### config.mk
export PLATFORM = sky130hd
export DESIGN_NAME = srsp_ctrl
export DESIGN_NICKNAME = d
export VERILOG_FILES = /design/src/srsp_pkg.sv /design/src/srsp_ctrl.sv
export SDC_FILE = /design/constraint.sdc
export NUM_CORES = 1
export LEC_CHECK = 0
export BUFFER_PORTS_ARGS = -buffer_cell sky130_fd_sc_hd__buf_2
export CORE_AREA = 2 2 39 41
export CTS_CLUSTER_SIZE = 16
export DETAILED_ROUTE_END_ITERATION = 8
export DIE_AREA = 0 0 41 43
export GPL_ROUTABILITY_DRIVEN = 1
export PLACE_DENSITY = 0.5
export SLEW_MARGIN = 20
export SYNTH_ARGS = -nofsm -noshare
export SYNTH_HDL_FRONTEND = slang
export SYNTH_SLANG_ARGS = --single-unit
### constraint.sdc
create_clock -name clk -period 3 [get_ports clk]
set_input_delay 0.6 -clock clk [delete_from_list [all_inputs] [get_ports clk]]
set_output_delay 0.6 -clock clk [all_outputs]
set_load 0.01 [all_outputs]
### src/srsp_pkg.sv
package srsp_pkg;

    localparam int SLOTS_DEF = 1024;
    localparam int REQ_W     = 3;
    localparam int FIELD_W   = 10;
    localparam int LIVE_W    = 11;
    localparam int STATUS_W  = 2;

    typedef enum logic [REQ_W-1:0] {
        REQ_ADD     = 3'd0,
        REQ_RM_POS  = 3'd1,
        REQ_RM_SLOT = 3'd2,
        REQ_LOOKUP  = 3'd3,
        REQ_EXIST   = 3'd4,
        REQ_RECOVER = 3'd5
    } req_t;

    typedef enum logic [STATUS_W-1:0] {
        ST_OK    = 2'd0,
        ST_FULL  = 2'd1,
        ST_EMPTY = 2'd2,
        ST_BAD   = 2'd3
    } status_t;

    // Commands from the controller to the datapath.
    typedef struct packed {
        logic init_wr;
        logic accept;
        logic eval;
        logic wr1;
        logic wr2;
        logic fin_load;
    } cmd_t;

    // Status from the datapath back to the controller.
    typedef struct packed {
        logic init_last;
        logic swap;
        logic out_free;
    } stat_t;

endpackage

### src/srsp_ctrl.sv
module srsp_ctrl (
    input  logic             clk,
    input  logic             rst_n,
    input  logic             req_valid,
    output logic             req_stall,
    input  srsp_pkg::stat_t  st,
    output srsp_pkg::cmd_t   cmd
);

    typedef enum logic [5:0] {
        S_INIT = 6'b000001,
        S_IDLE = 6'b000010,
        S_EVAL = 6'b000100,
        S_WR1  = 6'b001000,
        S_WR2  = 6'b010000,
        S_FIN  = 6'b100000
    } state_t;

    state_t state_reg;
    state_t state_next;

    always_ff @(posedge clk or negedge rst_n)
    begin
        if (!rst_n)
        begin
            state_reg <= S_INIT;
        end
        else
        begin
            state_reg <= state_next;
        end
    end

    always_comb
    begin
        cmd        = '0;
        state_next = state_reg;
        unique case (state_reg)
            S_INIT:
            begin
                cmd.init_wr = 1'b1;
                if (st.init_last)
                begin
                    state_next = S_IDLE;
                end
            end
            S_IDLE:
            begin
                if (req_valid)
                begin
                    cmd.accept = 1'b1;
                    state_next = S_EVAL;
                end
            end
            S_EVAL:
            begin
                cmd.eval   = 1'b1;
                state_next = st.swap ? S_WR1 : S_FIN;
            end
            S_WR1:
            begin
                cmd.wr1    = 1'b1;
                state_next = S_WR2;
            end
            S_WR2:
            begin
                cmd.wr2    = 1'b1;
                state_next = S_FIN;
            end
            S_FIN:
            begin
                if (st.out_free)
                begin
                    cmd.fin_load = 1'b1;
                    state_next   = S_IDLE;
                end
            end
            default:
            begin
                state_next = S_IDLE;
            end
        endcase
    end

    assign req_stall = (state_reg != S_IDLE);

endmodule

; After elaboration in Yosys (flattened, before gate mapping)
; Index checks and enable logic that the tools add are counted.
[classes]
n_addsub = 0
mul = 0
div_mod_pow = 0
magnitude_cmp = 0
eq_ne = 10
shift = 0
n_mux = 13
bitwise_logic = 0
n_reduce_logical = 1
[ops]
columns = op, count
row1 = $pmux W6 S6, 1
row2 = $mux W6, 4
row3 = $mux W1, 8
row4 = $eq A6 B1 Y1 const B, 1
row5 = $eq A6 B2 Y1 const B, 1
row6 = $eq A6 B3 Y1 const B, 1
row7 = $eq A6 B4 Y1 const B, 1
row8 = $eq A6 B5 Y1 const B, 1
row9 = $eq A6 B6 Y1 const B, 1
row10 = $ne A2 B2 Y1 const B, 3
row11 = $ne A6 B2 Y1 const B, 1
row12 = $reduce_and A3 Y1, 1
[totals]
reg_bits = 6
latchBits = 0
mem_bits_rw = 0
rom_bits = 0
out_inout_bits = 7
word_cells = 25
n_memories = 0

; Longest topological paths before layout
[logic_depth]
word_depth = 3
depth_mapped = 3
ltp_nobuf = 3

; Least setup slack after synthesis
; OpenSTA, ideal clock, no wires.
[synth_timing]
path_kind = register -> output
start = register state_reg[4]
end = output port cmd[4] (netlist name)
arrival_time_ns = 1.419
required_time_ns = 2.400
setup_slack_ns = 0.981
stages_incl_launch_ff = 4
path_buffers = 0
path_cell_list = dfrtp_1 > or4_4 > nand3b_1 > nor2_1
[synth_lines]
columns = element, line_no
row1 = "start, declared", srsp_ctrl.sv:19  ; state_t state_reg;
row2 = "start signal, assigned", srsp_ctrl.sv:30  ; state_reg <= state_next;
row3 = "end, declared", srsp_ctrl.sv:7  ; output srsp_pkg::cmd_t cmd

==> impl_metrics.env <==
export IMPL_yosysTopAreaCell="dfrtp_1"
export IMPL_coreArea_sq_um=1380
export IMPL_slew_headroom_pct=82.2
export IMPL_synth_common_cells="dfrtp_1, nor2_1, inv_1"
export IMPL_clock_sinks=6
export IMPL_power_w=0.000371
export IMPL_post_route_period_util_pct=76.8
export IMPL_yosysWarnings=0
export IMPL_clockBufferDepth=2
export IMPL_grt_pass1_vias=264
export IMPL_place_area_sq_um=427
export IMPL_postSynthCellCount=33
export IMPL_grt_usage_pct=8.91
export IMPL_ctsResizeCount=0
export IMPL_dieArea_sq_um=1760
export IMPL_row_count=14
export IMPL_dieHeight_um=43
export IMPL_drt_initial_drc_count=2
export IMPL_crit_arrival_ns=1.70
export IMPL_wl_per_cell_um=10.0
export IMPL_status="completed"
export IMPL_drt_total_wl_um=652
export IMPL_leakagePower_nw=0.218
export IMPL_rsz0062_at_grt="false"
export IMPL_crit_fanout=6
export IMPL_setup_tns_ns=0
export IMPL_finalInstanceArea_sq_um=453
export IMPL_crit_required_ns=2.40
export IMPL_die_width_um=41
export IMPL_hpwl_um=559
export IMPL_max_cap_violations=0
export IMPL_synth_top_area_share_pct=36.1
export IMPL_ant_nets=0
export IMPL_gp_routability_congestion=0.655
export IMPL_postCtsSetupRepairBufs=0
export IMPL_period_minus_slack_ns=2.30
export IMPL_gr_total_overflow=0
export IMPL_setup_worst_path_class="register to primary output"
export IMPL_grt_start_max_net_pins=8
export IMPL_cts_max_level=1
export IMPL_grt_pass1_wl_um=993
export IMPL_ios=13
export IMPL_clk_pin_slew_ns=0.05
export IMPL_cts_buffers=3
export IMPL_syn_area_sq_um=347
export IMPL_skew_ns=0.00688
export IMPL_dr_pass1_iters=4
export IMPL_ys_seq_elements=6
export IMPL_vias_per_cell=4.49
export IMPL_drv_slew=0
export IMPL_yosysSeqAreaShare_pct=43.7
export IMPL_syn_to_final_growth_pct=30.7
export IMPL_drc=0
export IMPL_r2r_cells=3
export IMPL_cp_end_kind="primary output"
export IMPL_timing_fmax_ghz=0.434
export IMPL_tightestPinTransition_ns=0.265
export IMPL_nets=56
export IMPL_hp_class="input pin to asynchronous set/reset pin"
export IMPL_power_density_nw_per_um2=820
export IMPL_synthTopCellsByArea="dfrtp_1, dfstp_2, or4_4"
export IMPL_synth_nets=39
export IMPL_cts_root_buf="clkbuf_4"
export IMPL_hold_buffers=0
export IMPL_postSynth_asyncResetShare_pct=100
export IMPL_vias=292
export IMPL_antennaDiodeCount=0
export IMPL_ir_worst_vdd_mv=0.228
export IMPL_final_hold_viol_count=0
export IMPL_antenna_found_initial=0
export IMPL_cts_tree="built"
export IMPL_synth_cell_types=20
export IMPL_synth_ff_type="dfrtp_1"
export IMPL_place_inst=61
export IMPL_initial_core_util_pct=25.0
export IMPL_drive_above_1_share_pct=42.9
export IMPL_largest_register_ff_count=6
export IMPL_setup_viol=0
export IMPL_io_buffers=12
export IMPL_clk_latency_ns=0.24
export IMPL_synth_edf_count=0
export IMPL_syn_area_per_cell_sq_um=10.5
export IMPL_startpoint_type="register"
export IMPL_instances_no_fill=65
-- layout make-up --
| class | count | area, sq um |
|---|---|---|
| clock buffer | 4 | 26.3 |
| fill | 152 | 931 |
| inverter | 3 | 11.3 |
| multi-input combinational | 24 | 184 |
| sequential | 6 | 151 |
| tap | 16 | 20.0 |
| timing repair buffer | 12 | 60.1 |
-- report_power, final --
part | leakage (nW) | total, W | switching (W) | internal [W]
Clock | 0.0150 | 0.0000779 | 0.0000276 | 0.0000503
Combinational | 0.127 | 0.000162 | 0.0000749 | 0.0000876
Sequential | 0.0762 | 0.000131 | 0.0000312 | 0.0000997
Total | 0.218 | 0.000371 | 0.000134 | 0.000238
-- cells in the final DEF, fill, tap and decap left out, types with 2 or more instances in the layout --
cell      synthesis  routed
buf_2             0      12
nor2_1            5       5
dfrtp_1           5       5
inv_1             3       3
clkbuf_4          0       3
or4_4             2       2
nor3b_1           2       2
nand3b_1          2       2
-- final timing paths --
check,startpoint,end,slack [ns]
setup reg to reg,state_reg[1],state_reg[1],1.47
setup / recovery,state_reg[4],cmd[4],0.70
hold / removal,rst_n,state_reg[3],0.17
max in group asynchronous,rst_n,state_reg[0],2.61
min in group clk,st[2],state_reg[0],0.49
hold reg to reg,state_reg[2],state_reg[4],0.54
-- per-stage QoR --
stage                     hold WS (ns)  setup WS [ns]  utilization [%]
after detailed placement         0.428          0.951             30.8
after floorplan                  0.304          0.981                -
after global routing             0.163          0.589             32.7
after global placement           0.430          0.958             30.8
after CTS                        0.161          0.674             32.7
final                            0.167          0.697             32.7
-- kinds of logic (layout without fill, tap and decap cells) --
logic type | after synthesis | in the layout | share of synthesized area (%)
AOI/OAI and AO/OA | 5 | 5 | 10.8
xor gates and xnor gates | 1 | 1 | 2.53
buffers and inverters | 3 | 19 | 3.25
DFF | 6 | 6 | 43.7
and+or+nand+nor | 18 | 18 | 39.7
-- metal layers --
| layer | GRT usage [%] | vias up | share of wire, % |
|---|---|---|---|
| met2 | 13.8 | 5 | 53 |
| met5 | 0 | - | 0 |
| met3 | 3.14 | 0 | 4.1 |
| li1 | - | 153 | - |
| met1 | 8.58 | 134 | 43 |
| met4 | 8.00 | 0 | 0 |
-- critical path, cell delays in order (launching register included) --
cell and delay [ns]:
dfrtp_1 0.42, or4_4 0.56, nand3b_1 0.23, nor2_1 0.11, buf_2 0.13
Note: power is estimated with default switching activity, not from simulation.
